==> src/sv/pbmt_pkg.sv <==
// Shared types, constants and a helper function for the pair bucket maximum tracker.
`timescale 1ns / 1ps

package pbmt_pkg;

    localparam int NUM_CHROM  = 32;
    localparam int CHROM_W    = 5;
    localparam int PAIR_COUNT = NUM_CHROM * (NUM_CHROM + 1) / 2;
    localparam int PAIR_IDX_W = $clog2(PAIR_COUNT);
    localparam int LOD_W      = 24;
    localparam int POS_W      = 16;
    localparam int SQTL_W     = 23;
    localparam int MASK_W     = 32;
    localparam int CMD_DEPTH  = 2;
    localparam int CMD_PTR_W  = (CMD_DEPTH > 1) ? $clog2(CMD_DEPTH) : 1;
    localparam int RES_DEPTH  = 2;
    localparam int RES_PTR_W  = (RES_DEPTH > 1) ? $clog2(RES_DEPTH) : 1;

    typedef enum logic [1:0] {
        REQ_SCORE = 2'd0,
        REQ_READ  = 2'd1,
        REQ_CLEAR = 2'd2
    } req_t;

    typedef enum logic [1:0] {
        CRIT_JOINT = 2'd0,
        CRIT_ADD   = 2'd1,
        CRIT_INTER = 2'd2
    } crit_t;

    typedef enum logic [1:0] {
        ST_CLEAR,
        ST_IDLE,
        ST_EXEC
    } back_state_t;

    typedef struct packed {
        req_t                    kind;
        logic [PAIR_IDX_W-1:0]   pair_idx;
        logic [CHROM_W-1:0]      chrom_a;
        logic [CHROM_W-1:0]      chrom_b;
        logic [POS_W-1:0]        pos_a;
        logic [POS_W-1:0]        pos_b;
        logic signed [LOD_W-1:0] lod_full;
        logic signed [LOD_W-1:0] lod_add;
        logic signed [LOD_W-1:0] lod_x_single;
        logic signed [LOD_W:0]   lod_diff;
        logic                    on_diagonal;
        crit_t                   criterion;
    } cmd_t;

    typedef struct packed {
        logic signed [LOD_W-1:0] lod_full;
        logic signed [LOD_W-1:0] lod_add;
        logic [POS_W-1:0]        pos_first;
        logic [POS_W-1:0]        pos_second;
    } rec_t;

    typedef struct packed {
        rec_t joint;
        rec_t additive;
        rec_t inter;
    } entry_t;

    typedef struct packed {
        logic signed [LOD_W-1:0] best;
        logic signed [LOD_W-1:0] best_x;
    } single_t;

    typedef struct packed {
        logic signed [LOD_W-1:0] lod_full_at_max;
        logic signed [LOD_W-1:0] lod_add_at_max;
        logic [POS_W-1:0]        pos_first;
        logic [POS_W-1:0]        pos_second;
        logic [SQTL_W-1:0]       lod_single_qtl;
    } res_t;

    typedef struct packed {
        logic clearing;
        logic idle;
    } back_status_t;

    function automatic logic [PAIR_IDX_W-1:0] pair_index(
        input logic [CHROM_W-1:0] a,
        input logic [CHROM_W-1:0] b
    );
        logic [CHROM_W-1:0]   lo;
        logic [CHROM_W-1:0]   hi;
        logic [2*CHROM_W-1:0] tri_v;
        logic [PAIR_IDX_W:0]  idx_w;
        lo    = (a < b) ? a : b;
        hi    = (a < b) ? b : a;
        tri_v = (2*CHROM_W)'(lo) * (2*CHROM_W)'(lo - CHROM_W'(1));
        idx_w = (PAIR_IDX_W+1)'(lo) * (PAIR_IDX_W+1)'(NUM_CHROM)
              - (PAIR_IDX_W+1)'(tri_v >> 1)
              + (PAIR_IDX_W+1)'(hi - lo);
        return idx_w[PAIR_IDX_W-1:0];
    endfunction

endpackage

==> src/sv/pbmt_result_queue.sv <==
// Result queue that parts the back end from the result consumer.
`timescale 1ns / 1ps

module pbmt_result_queue (
    input  logic           clk,
    input  logic           rst_n,
    input  logic           wr_en,
    input  pbmt_pkg::res_t wr_data,
    input  logic           rd_en,
    output pbmt_pkg::res_t rd_data,
    output logic           q_full,
    output logic           q_empty
);

    pbmt_pkg::res_t slot_reg [pbmt_pkg::RES_DEPTH];

    logic [pbmt_pkg::RES_PTR_W-1:0] wr_ptr_reg, wr_ptr_next;
    logic [pbmt_pkg::RES_PTR_W-1:0] rd_ptr_reg, rd_ptr_next;
    logic [pbmt_pkg::RES_PTR_W:0]   count_reg, count_next;
    logic                           do_wr;
    logic                           do_rd;

    assign q_full  = (count_reg == (pbmt_pkg::RES_PTR_W+1)'(pbmt_pkg::RES_DEPTH));
    assign q_empty = (count_reg == '0);
    assign do_wr   = wr_en && !q_full;
    assign do_rd   = rd_en && !q_empty;
    assign rd_data = slot_reg[rd_ptr_reg];

    always_comb
    begin
        wr_ptr_next = wr_ptr_reg;
        rd_ptr_next = rd_ptr_reg;
        count_next  = count_reg;
        if (do_wr)
        begin
            wr_ptr_next = (wr_ptr_reg == pbmt_pkg::RES_PTR_W'(pbmt_pkg::RES_DEPTH - 1))
                        ? '0 : wr_ptr_reg + pbmt_pkg::RES_PTR_W'(1);
        end
        if (do_rd)
        begin
            rd_ptr_next = (rd_ptr_reg == pbmt_pkg::RES_PTR_W'(pbmt_pkg::RES_DEPTH - 1))
                        ? '0 : rd_ptr_reg + pbmt_pkg::RES_PTR_W'(1);
        end
        if (do_wr && !do_rd)
        begin
            count_next = count_reg + (pbmt_pkg::RES_PTR_W+1)'(1);
        end
        else if (do_rd && !do_wr)
        begin
            count_next = count_reg - (pbmt_pkg::RES_PTR_W+1)'(1);
        end
    end

    always_ff @(posedge clk or negedge rst_n)
    begin
        if (!rst_n)
        begin
            wr_ptr_reg <= '0;
            rd_ptr_reg <= '0;
            count_reg  <= '0;
        end
        else
        begin
            wr_ptr_reg <= wr_ptr_next;
            rd_ptr_reg <= rd_ptr_next;
            count_reg  <= count_next;
        end
    end

    always_ff @(posedge clk)
    begin
        if (do_wr)
        begin
            slot_reg[wr_ptr_reg] <= wr_data;
        end
    end

endmodule

==> config.mk <==
export PLATFORM = sky130hd
export DESIGN_NAME = pbmt_result_queue
export DESIGN_NICKNAME = d
export VERILOG_FILES = /design/src/sv/pbmt_pkg.sv /design/src/sv/pbmt_result_queue.sv
export SDC_FILE = /design/constraint.sdc
export NUM_CORES = 1
export LEC_CHECK = 0
export ABC_AREA = 1
export BUFFER_PORTS_ARGS = -buffer_cell sky130_fd_sc_hd__buf_4
export CAP_MARGIN = 20
export CORE_ASPECT_RATIO = 0.7
export CORE_MARGIN = 2
export CORE_UTILIZATION = 44
export CTS_CLUSTER_SIZE = 12
export DETAILED_ROUTE_END_ITERATION = 16
export HOLD_SLACK_MARGIN = 0.05
export PLACE_DENSITY = 0.68
export SYNTH_ARGS = -nofsm -noshare
export SYNTH_HDL_FRONTEND = slang
export SYNTH_SLANG_ARGS = --single-unit
==> constraint.sdc <==
create_clock -name clk -period 6.9 [get_ports clk]
set_input_delay 2.07 -clock clk [delete_from_list [all_inputs] [get_ports clk]]
set_output_delay 2.07 -clock clk [all_outputs]
set_load 0.01 [all_outputs]
==> results.py, run 1 <==
metrics = {
    "synth": {
        "async_flop_share": 0.0190,
        "yosysMostFrequentCell": "nand2_1",
        "synth_adder_area_share": 0.00162,
        "synth_top_family_by_area": "simple AND/OR/NAND/NOR gates",
        "synth_area_leaders": "edfxtp_1 (80%), nand2_1 (15%), dfrtp_1 (1.3%)",
        "ys_seq_area_frac": 0.812,
        "yosys.area.top_type_share": 0.799,
        "synth_edf_count": 206,
        "yosysWarnings": 0,
        "synth_simple_gate_area_frac": 0.159,
        "synth.area.mux_share": 0,
        "syn_nets": 678,
        "synthDistinctLibCells": 14,
        "syn_inst": 570,
        "yosysTopAreaCell": "edfxtp_1",
        "synth-xor-area-share": 0.00113,
        "synth_area_um2": 7740,
        "ys.flop_type": "edfxtp_1",
        "synth_compound_area_frac": 0.00129,
        "postSynthAreaPerCell_um2": 13.6,
        "synth_top_cells_by_count": "nand2_1 (318), edfxtp_1 (206), buf_2 (15)",
        "ys_seq_elements": 210,
    },
    "detailed_routing": {
        "antenna_left": 0,
        "drt-initial-drc-count": 386,
        "postRouteWirelength_mm": 16.1,
        "first_pass_iters": 5,
        "wl_per_cell_um": 15.7,
        "viasPerCell": 4.68,
        "drc_errors": 0,
        "vias": 4798,
    },
    "sta": {
        "fin_tns_setup_ns": 0,
        "slew_headroom": 0.450,
        "hold_viol_final": 0,
        "clock.fmax_mhz": 229,
        "hold_ws_ns": 0.500,
        "fin_crit_sh": 0.633,
        "worstMarginPinSlew_ns": 0.825,
        "fin_worst_skew_ns": 0.00635,
        "slew_violations": 0,
        "finalSetupViolCount": 0,
        "finalCriticalPeriod_ns": 4.36,
        "rsz0062_at_grt": "false",
    },
    "setup_path": {
        "cp-start-kind": "register",
        "cp_max_fo": 69,
        "crit_required_ns": 4.83,
        "arrival_ns": 2.29,
        "critPathKind": "reg -> out",
        "cp-end-kind": "output pin",
    },
    "grt": {
        "grt_max_degree": 70,
        "grt_pass1_vias": 4684,
        "grt_usage": 0.169,
        "grt_overflow": 0,
        "antenna_found_initial": 0,
        "grt_pass1_wl_mm": 24.6,
    },
    "layout": {
        "syn_to_final_growth_pct": 30.2,
        "drive_gt1_frac": 0.306,
        "largest_reg_flops": 206,
        "n_antenna_cell": 0,
        "layout.nets": 895,
    },
    "clock_tree": {
        "clk_pin_slew_worst_paths_ns": 0.06,
        "clkLatencyLatePin_ns": 0.48,
        "cts_root_buffer": "clkbuf_16",
        "cts_made_buffers": 21,
        "cts_resized": 0,
        "clockBufferDepth": 3,
        "clock-sinks": 210,
        "tritoncts": "built",
        "hold_buffers": 0,
        "post_cts_buffers": 0,
        "htreeDepth": 1,
    },
    "floorplanning": {
        "die_area_um2": 18700,
        "start_util": 0.451,
        "core_um2": 17200,
        "rows": 40,
        "io_pins": 212,
        "die_w_um": 163,
        "die_y_um": 115,
    },
    "min_path": {
        "hold_class": "reg -> reg",
    },
    "placed_design": {
        "hpwlAfterDp_mm": 10.3,
        "portBuffers": 211,
        "gp_congestion": 0.804,
    },
    "outcome": {
        "outcome": "complete, no violations",
    },
    "flow_run": {
        "drv_cap": 0,
    },
    "power_and_ir_drop": {
        "pwr_density_cell_nw_per_um2": 425,
        "irDropWorstVdd_mv": 0.222,
        "leakagePower_uw": 0.00429,
    },
}
==> logic make-up (layout without fill, tap and decap cells) <==
family	Yosys count	count (layout)
buf+inv	31	256
fa+ha+maj	1	1
simple gates	325	325
compound gates	2	2
xor+xnor	1	1
flops	210	210
==> power breakdown <==
group	internal (uW)	leakage [uW]	switching [uW]
Combinational	583	0.00205	856
Clock	565	0.000277	423
Sequential	1740	0.00196	112
Total	2890	0.00429	1390
==> final timing paths <==
kind                                          startpoint                         to  slack, ns  cells past startpoint
worst max-delay path              rd_ptr_reg$_DFFE_PN0P_                rd_data[21]       2.54                      5
worst max register to register  count_reg[1]$_DFFE_PN0P_  slot_reg[0][63]$_DFFE_PP_       4.38                      6
worst min-delay path              wr_ptr_reg$_DFFE_PN0P_     wr_ptr_reg$_DFFE_PN0P_       0.50                      2
worst min register to register    wr_ptr_reg$_DFFE_PN0P_     wr_ptr_reg$_DFFE_PN0P_       0.50                      2
min in group asynchronous                          rst_n   count_reg[1]$_DFFE_PN0P_       1.38                      1
max in group asynchronous                          rst_n     rd_ptr_reg$_DFFE_PN0P_       5.41                      1
==> cell type report <==
cell class	instances	area (um2)
clock buffer	30	569
timing repair buffer	217	1630
fill	1358	7090
inverter	8	33.8
multi-input combinational	329	1270
clock inverter	1	3.75
sequential	210	6290
tap	231	289
==> worst max-delay path: stages, from the launching register on <==
cell and delay (ns):
dfrtp_4 0.71, clkinv_2 0.11, buf_4 0.58, nand2_1 0.12
nand2_1 0.13, buf_4 0.13
==> stage by stage <==
stage / setup WS (ns) / util / power (uW) / cell area (um2) / std cells
after detailed placement: 2.78 / 0.554 / 3340 / 9510 / 995
after CTS: 2.48 / 0.587 / 4340 / 10100 / 1026
final: 2.54 / 0.587 / 4280 / 10100 / 1026
after floorplan: 1.59 / - / 2650 / 7740 / 570
after global placement: 2.81 / 0.554 / 3310 / 9510 / 995
after global routing: 2.34 / 0.587 / 4540 / 10100 / 1026
==> layer usage <==
| metal | GRT usage | routed length (um) |
|---|---|---|
| met2 | 0.271 | 7250 |
| met4 | 0.0313 | 242 |
| met3 | 0.0437 | 1330 |
| met1 | 0.240 | 7290 |
| met5 | 0 | 0 |
==> cells in the final DEF (no fill, tap or decap), drive strengths merged <==
| master | count |
|---|---|
| edfxtp | 206 |
| nand3 | 1 |
| inv | 7 |
| buf | 217 |
| nand3b | 1 |
| xnor2 | 1 |
| clkinv | 2 |
| o21ai | 2 |
| dfrtp | 4 |
| nand4 | 1 |
| nand2 | 318 |
| nor2 | 4 |
| clkbuf | 30 |
| ha | 1 |
Note: power is estimated with default switching activity, not from simulation.
==> run 2: changes to the inputs <==
--- a/config.mk
+++ b/config.mk
@@ -14,7 +14,7 @@
 export CTS_CLUSTER_SIZE = 12
 export DETAILED_ROUTE_END_ITERATION = 16
 export HOLD_SLACK_MARGIN = 0.05
-export PLACE_DENSITY = 0.68
+export PLACE_DENSITY = 0.71
 export SYNTH_ARGS = -nofsm -noshare
 export SYNTH_HDL_FRONTEND = slang
 export SYNTH_SLANG_ARGS = --single-unit
==> constraint.sdc (replaced) <==
create_clock -name clk -period 3.7 [get_ports clk]
set_input_delay 1.11 -clock clk [delete_from_list [all_inputs] [get_ports clk]]
set_output_delay 1.11 -clock clk [all_outputs]
set_load 0.01 [all_outputs]
==> results.py, run 2 (synthesis results as in run 1) <==
metrics = {
    "power_and_ir_drop": {
        "pwr_density_cell_nw_per_um2": 798,
        "leakagePower_uw": 0.00432,
        "irDropWorstVdd_mv": 0.458,
    },
    "setup_path": {
        "slowest_stage": "dfrtp_4",
        "critPathBufInv": 3,
        "crit_chain": "clkinv_2, buf_12, nand2_1, nand2_1, buf_4",
        "cp-start-kind": "register",
        "crit_required_ns": 2.59,
        "cpPeakStageDelay_ns": 0.70,
        "critPathKind": "reg -> out",
        "cpMostUsedCell": "nand2_1",
        "cp_max_fo": 58,
        "arrival_ns": 2.32,
        "cp-end-kind": "output pin",
        "critPathTopFamily": "buffers and inverters",
    },
    "grt": {
        "antenna_found_initial": 0,
        "grt_pass1_wl_mm": 24.8,
        "met1_usage": 0.237,
        "grt.busiest_layer": "met2",
        "grt_max_degree": 104,
        "met2_usage": 0.259,
        "globalRouteMet3Util": 0.0566,
        "grt_pass1_vias": 4856,
        "grt_usage": 0.170,
        "grt_overflow": 0,
    },
    "sta": {
        "slew_headroom": 0.534,
        "finalSetupViolCount": 0,
        "fin_tns_setup_ns": 0,
        "worstMarginPinSlew_ns": 0.699,
        "slew_violations": 0,
        "rsz0062_at_grt": "false",
        "hold_ws_ns": 0.415,
        "fin_worst_skew_ns": 0.00613,
        "fin_crit_sh": 0.928,
        "hold_viol_final": 0,
        "finalCriticalPeriod_ns": 3.43,
        "clock.fmax_mhz": 291,
        "fin_ws_ns": 0.265,
    },
    "clock_tree": {
        "cts_resized": 0,
        "clockBufferDepth": 3,
        "clkLatencyLatePin_ns": 0.48,
        "clock-sinks": 210,
        "hold_buffers": 0,
        "cts_made_buffers": 22,
        "tritoncts": "built",
        "clk_pin_slew_worst_paths_ns": 0.06,
        "cts_root_buffer": "clkbuf_16",
        "htreeDepth": 1,
        "post_cts_buffers": 0,
    },
    "flow_run": {
        "drv_cap": 0,
    },
    "floorplanning": {
        "die_area_um2": 18700,
        "start_util": 0.451,
        "die_w_um": 163,
        "rows": 40,
        "die_y_um": 115,
        "io_pins": 212,
        "core_um2": 17200,
    },
    "detailed_routing": {
        "viasPerCell": 4.74,
        "first_pass_iters": 5,
        "postRouteWirelength_mm": 15.9,
        "antenna_left": 0,
        "drc_errors": 0,
        "wl_per_cell_um": 15.5,
        "drt-initial-drc-count": 354,
        "vias": 4874,
    },
    "layout": {
        "largest_reg_flops": 206,
        "n_antenna_cell": 0,
        "layout_commonest_cell": "nand2_1",
        "final_cell_mix": "nand2_1 (318), buf_4 (213), edfxtp_1 (206)",
        "drive_gt1_frac": 0.307,
        "syn_to_final_growth_pct": 31.5,
        "layout.nets": 895,
    },
    "placed_design": {
        "pre_cts_ws_ns": 0.760,
        "portBuffers": 211,
        "hpwlAfterDp_mm": 10.2,
        "gp_congestion": 0.832,
    },
    "min_path": {
        "hold_class": "in -> async",
    },
    "outcome": {
        "outcome": "complete, no violations",
    },
}
-- run 2: cell count changes in the layout (fill, tap and decap cells not counted), sizes merged --
| cell | before | now |
|---|---|---|
| clkinvlp | 0 | 1 |
| buf | 217 | 216 |
| clkbuf | 30 | 33 |
-- run 2: area by class of cell --
type | instances | area (um2)
Multi-Input combinational cell | 329 | 1270
Timing Repair Buffer | 216 | 1660
Clock inverter | 2 | 15.0
Fill cell | 1353 | 6990
Inverter | 8 | 35.0
Tap cell | 231 | 289
Sequential cell | 210 | 6290
Clock buffer | 33 | 623
-- run 2: final timing paths --
kind                                          startpoint                        end  slack, ns  cells past startpoint
worst max-delay path              rd_ptr_reg$_DFFE_PN0P_                rd_data[25]       0.27                      5
worst min-delay path                               rst_n   count_reg[1]$_DFFE_PN0P_       0.41                      1
worst max register to register  count_reg[1]$_DFFE_PN0P_  slot_reg[0][32]$_DFFE_PP_       1.80                      6
worst min register to register    wr_ptr_reg$_DFFE_PN0P_     wr_ptr_reg$_DFFE_PN0P_       0.50                      2
max in group asynchronous                          rst_n     rd_ptr_reg$_DFFE_PN0P_       3.17                      1
min in group clk                  wr_ptr_reg$_DFFE_PN0P_     wr_ptr_reg$_DFFE_PN0P_       0.50                      2
-- run 2: report_power, final --
group	total (uW)	switching (uW)	internal, uW
registers	3440	193	3250
logic	2720	1610	1110
clock network	1960	806	1160
-- run 2: through the flow --
stage	power, uW	area (um2)	cells	utilization
floorplan	4920	7750	570	-
global placement	6200	9540	994	0.556
detailed placement	6260	9540	994	0.556
CTS	8240	10200	1029	0.593
global route	8620	10200	1029	0.593
finish	8120	10200	1029	0.593
-- run 2: metal layers --
| metal | vias up | wire, um |
|---|---|---|
| li1 | 2353 | - |
| met1 | 2297 | 6790 |
| met2 | 194 | 7210 |
| met3 | 30 | 1590 |
| met4 | 0 | 316 |
| met5 | - | 0 |
==> run 3: changes to the inputs <==
--- a/config.mk
+++ b/config.mk
@@ -9,12 +9,12 @@
 export BUFFER_PORTS_ARGS = -buffer_cell sky130_fd_sc_hd__buf_4
 export CAP_MARGIN = 20
 export CORE_ASPECT_RATIO = 0.7
-export CORE_MARGIN = 2
-export CORE_UTILIZATION = 44
+export CORE_MARGIN = 3
+export CORE_UTILIZATION = 30
 export CTS_CLUSTER_SIZE = 12
 export DETAILED_ROUTE_END_ITERATION = 16
 export HOLD_SLACK_MARGIN = 0.05
-export PLACE_DENSITY = 0.71
+export PLACE_DENSITY = 0.51
 export SYNTH_ARGS = -nofsm -noshare
 export SYNTH_HDL_FRONTEND = slang
 export SYNTH_SLANG_ARGS = --single-unit
==> constraint.sdc (replaced) <==
create_clock -name clk -period 3.7 [get_ports clk]
set_input_delay 1.11 -clock clk [delete_from_list [all_inputs] [get_ports clk]]
set_output_delay 1.11 -clock clk [all_outputs]
set_load 0.005 [all_outputs]
==> results.py, run 3 (synthesis results as in run 1) <==
metrics = {
    "clock_tree": {
        "post_cts_buffers": 0,
        "cts_root_buffer": "clkbuf_16",
        "cts_made_buffers": 22,
        "hold_buffers": 0,
        "tritoncts": "built",
        "clockBufferDepth": 3,
        "htreeDepth": 1,
        "clk_pin_slew_worst_paths_ns": 0.06,
        "clock-sinks": 210,
        "cts_resized": 0,
        "clkLatencyLatePin_ns": 0.49,
    },
    "setup_path": {
        "rr_endpoint": "slot_reg[0][7]$_DFFE_PP_",
        "critPathKind": "reg -> out",
        "crit_required_ns": 2.59,
        "cp-end-kind": "output pin",
        "cp_max_fo": 65,
        "arrival_ns": 2.11,
        "r2r-start": "count_reg[1]$_DFFE_PN0P_",
        "r2r_cells": 6,
        "rrSetupSlack_ns": 1.87,
        "cp-start-kind": "register",
    },
    "floorplanning": {
        "core_um2": 25000,
        "die_w_um": 198,
        "io_pins": 212,
        "die_y_um": 140,
        "rows": 48,
        "start_util": 0.310,
        "die_area_um2": 27800,
    },
    "outcome": {
        "outcome": "complete, no violations",
    },
    "layout": {
        "utilization": 0.413,
        "final_cell_mix": "nand2_1 (318), buf_4 (214), edfxtp_1 (206)",
        "layout.nets": 897,
        "n_antenna_cell": 0,
        "syn_to_final_growth_pct": 33.3,
        "drive_gt1_frac": 0.309,
        "largest_reg_flops": 206,
        "nFillCells": 2382,
        "layout_commonest_cell": "nand2_1",
    },
    "sta": {
        "fin_worst_skew_ns": 0.00727,
        "finalCriticalPeriod_ns": 3.22,
        "fin_crit_sh": 0.872,
        "clock.fmax_mhz": 310,
        "slew_violations": 0,
        "slew_headroom": 0.515,
        "worstMarginPinSlew_ns": 0.728,
        "fin_tns_setup_ns": 0,
        "rsz0062_at_grt": "false",
        "hold_ws_ns": 0.410,
        "finalSetupViolCount": 0,
        "hold_viol_final": 0,
    },
    "detailed_routing": {
        "drc_errors": 0,
        "drt-initial-drc-count": 246,
        "wl_per_cell_um": 15.6,
        "postRouteWirelength_mm": 17.6,
        "viasPerCell": 4.19,
        "antenna_left": 0,
        "vias": 4727,
        "first_pass_iters": 4,
    },
    "grt": {
        "antenna_found_initial": 0,
        "grt_usage": 0.122,
        "grt_max_degree": 104,
        "grt_pass1_wl_mm": 26.9,
        "grt_overflow": 0,
        "grt_pass1_vias": 4655,
    },
    "power_and_ir_drop": {
        "pwr_density_cell_nw_per_um2": 770,
        "leakagePower_uw": 0.00433,
        "irDropWorstVdd_mv": 0.348,
    },
    "placed_design": {
        "portBuffers": 211,
        "hpwlAfterDp_mm": 11.1,
        "gp_congestion": 0.733,
    },
    "min_path": {
        "hold_class": "in -> async",
    },
    "flow_run": {
        "drv_cap": 0,
    },
}
-- run 3: cell types whose count changed in the layout (fill, tap and decap cells not counted), sizes merged --
| cell | change |
|---|---|
| clkbuf | -1 |
| buf | +2 |
| clkinvlp | +1 |
| clkinv | +3 |
| inv | -1 |
-- run 3: how the worst max path moves through the flow --
stage,endpoint,depth (start not counted),from
5_1_grt,rd_data[1],5,rd_ptr_reg$_DFFE_PN0P_
3_3_place_gp,rd_data[1],5,rd_ptr_reg$_DFFE_PN0P_
4_1_cts,rd_data[1],5,rd_ptr_reg$_DFFE_PN0P_
2_1_floorplan,slot_reg[1][0]$_DFFE_PP_,2,wr_en
3_5_place_dp,rd_data[1],5,rd_ptr_reg$_DFFE_PN0P_
6_report,rd_data[96],5,rd_ptr_reg$_DFFE_PN0P_
-- run 3: power breakdown --
group          total, uW  internal (uW)  switching (uW)
registers           3450           3250             200
logic               2540           1120            1420
clock network       1960           1140             824
-- run 3: critical path: stages, from the launching register on --
cell and delay, ns:
dfrtp_4 0.78, clkinv_2 0.17, buf_12 0.22, nand2_1 0.11
nand2_1 0.10, buf_4 0.15
-- run 3: final cells by class --
class	count	area, um2	share of cell area
clock buffer	32	609	0.0591
clock inverter	5	25.0	0.00243
inverter	8	35.0	0.00340
multi-input combinational	329	1270	0.123
sequential	210	6290	0.610
tap	325	407	0.0394
timing repair buffer	218	1690	0.163
-- run 3: metal layers --
layer  part of all wire  GRT usage  wire (um)
met5                  0          0          0
met4              0.015     0.0227        272
met3              0.099     0.0491       1750
met2               0.41      0.172       7170
met1               0.48      0.180       8420
-- run 3: through the flow --
step / std cells / total power (uW) / worst slack [ns] / area, um2
finish: 1127 / 7950 / 0.475 / 10300
global route: 1127 / 8520 / 0.319 / 10300
CTS: 1127 / 8130 / 0.416 / 10300
detailed placement: 1090 / 6130 / 0.956 / 9680
global placement: 1090 / 6140 / 0.957 / 9680
floorplan: 570 / 4690 / 0.473 / 7750
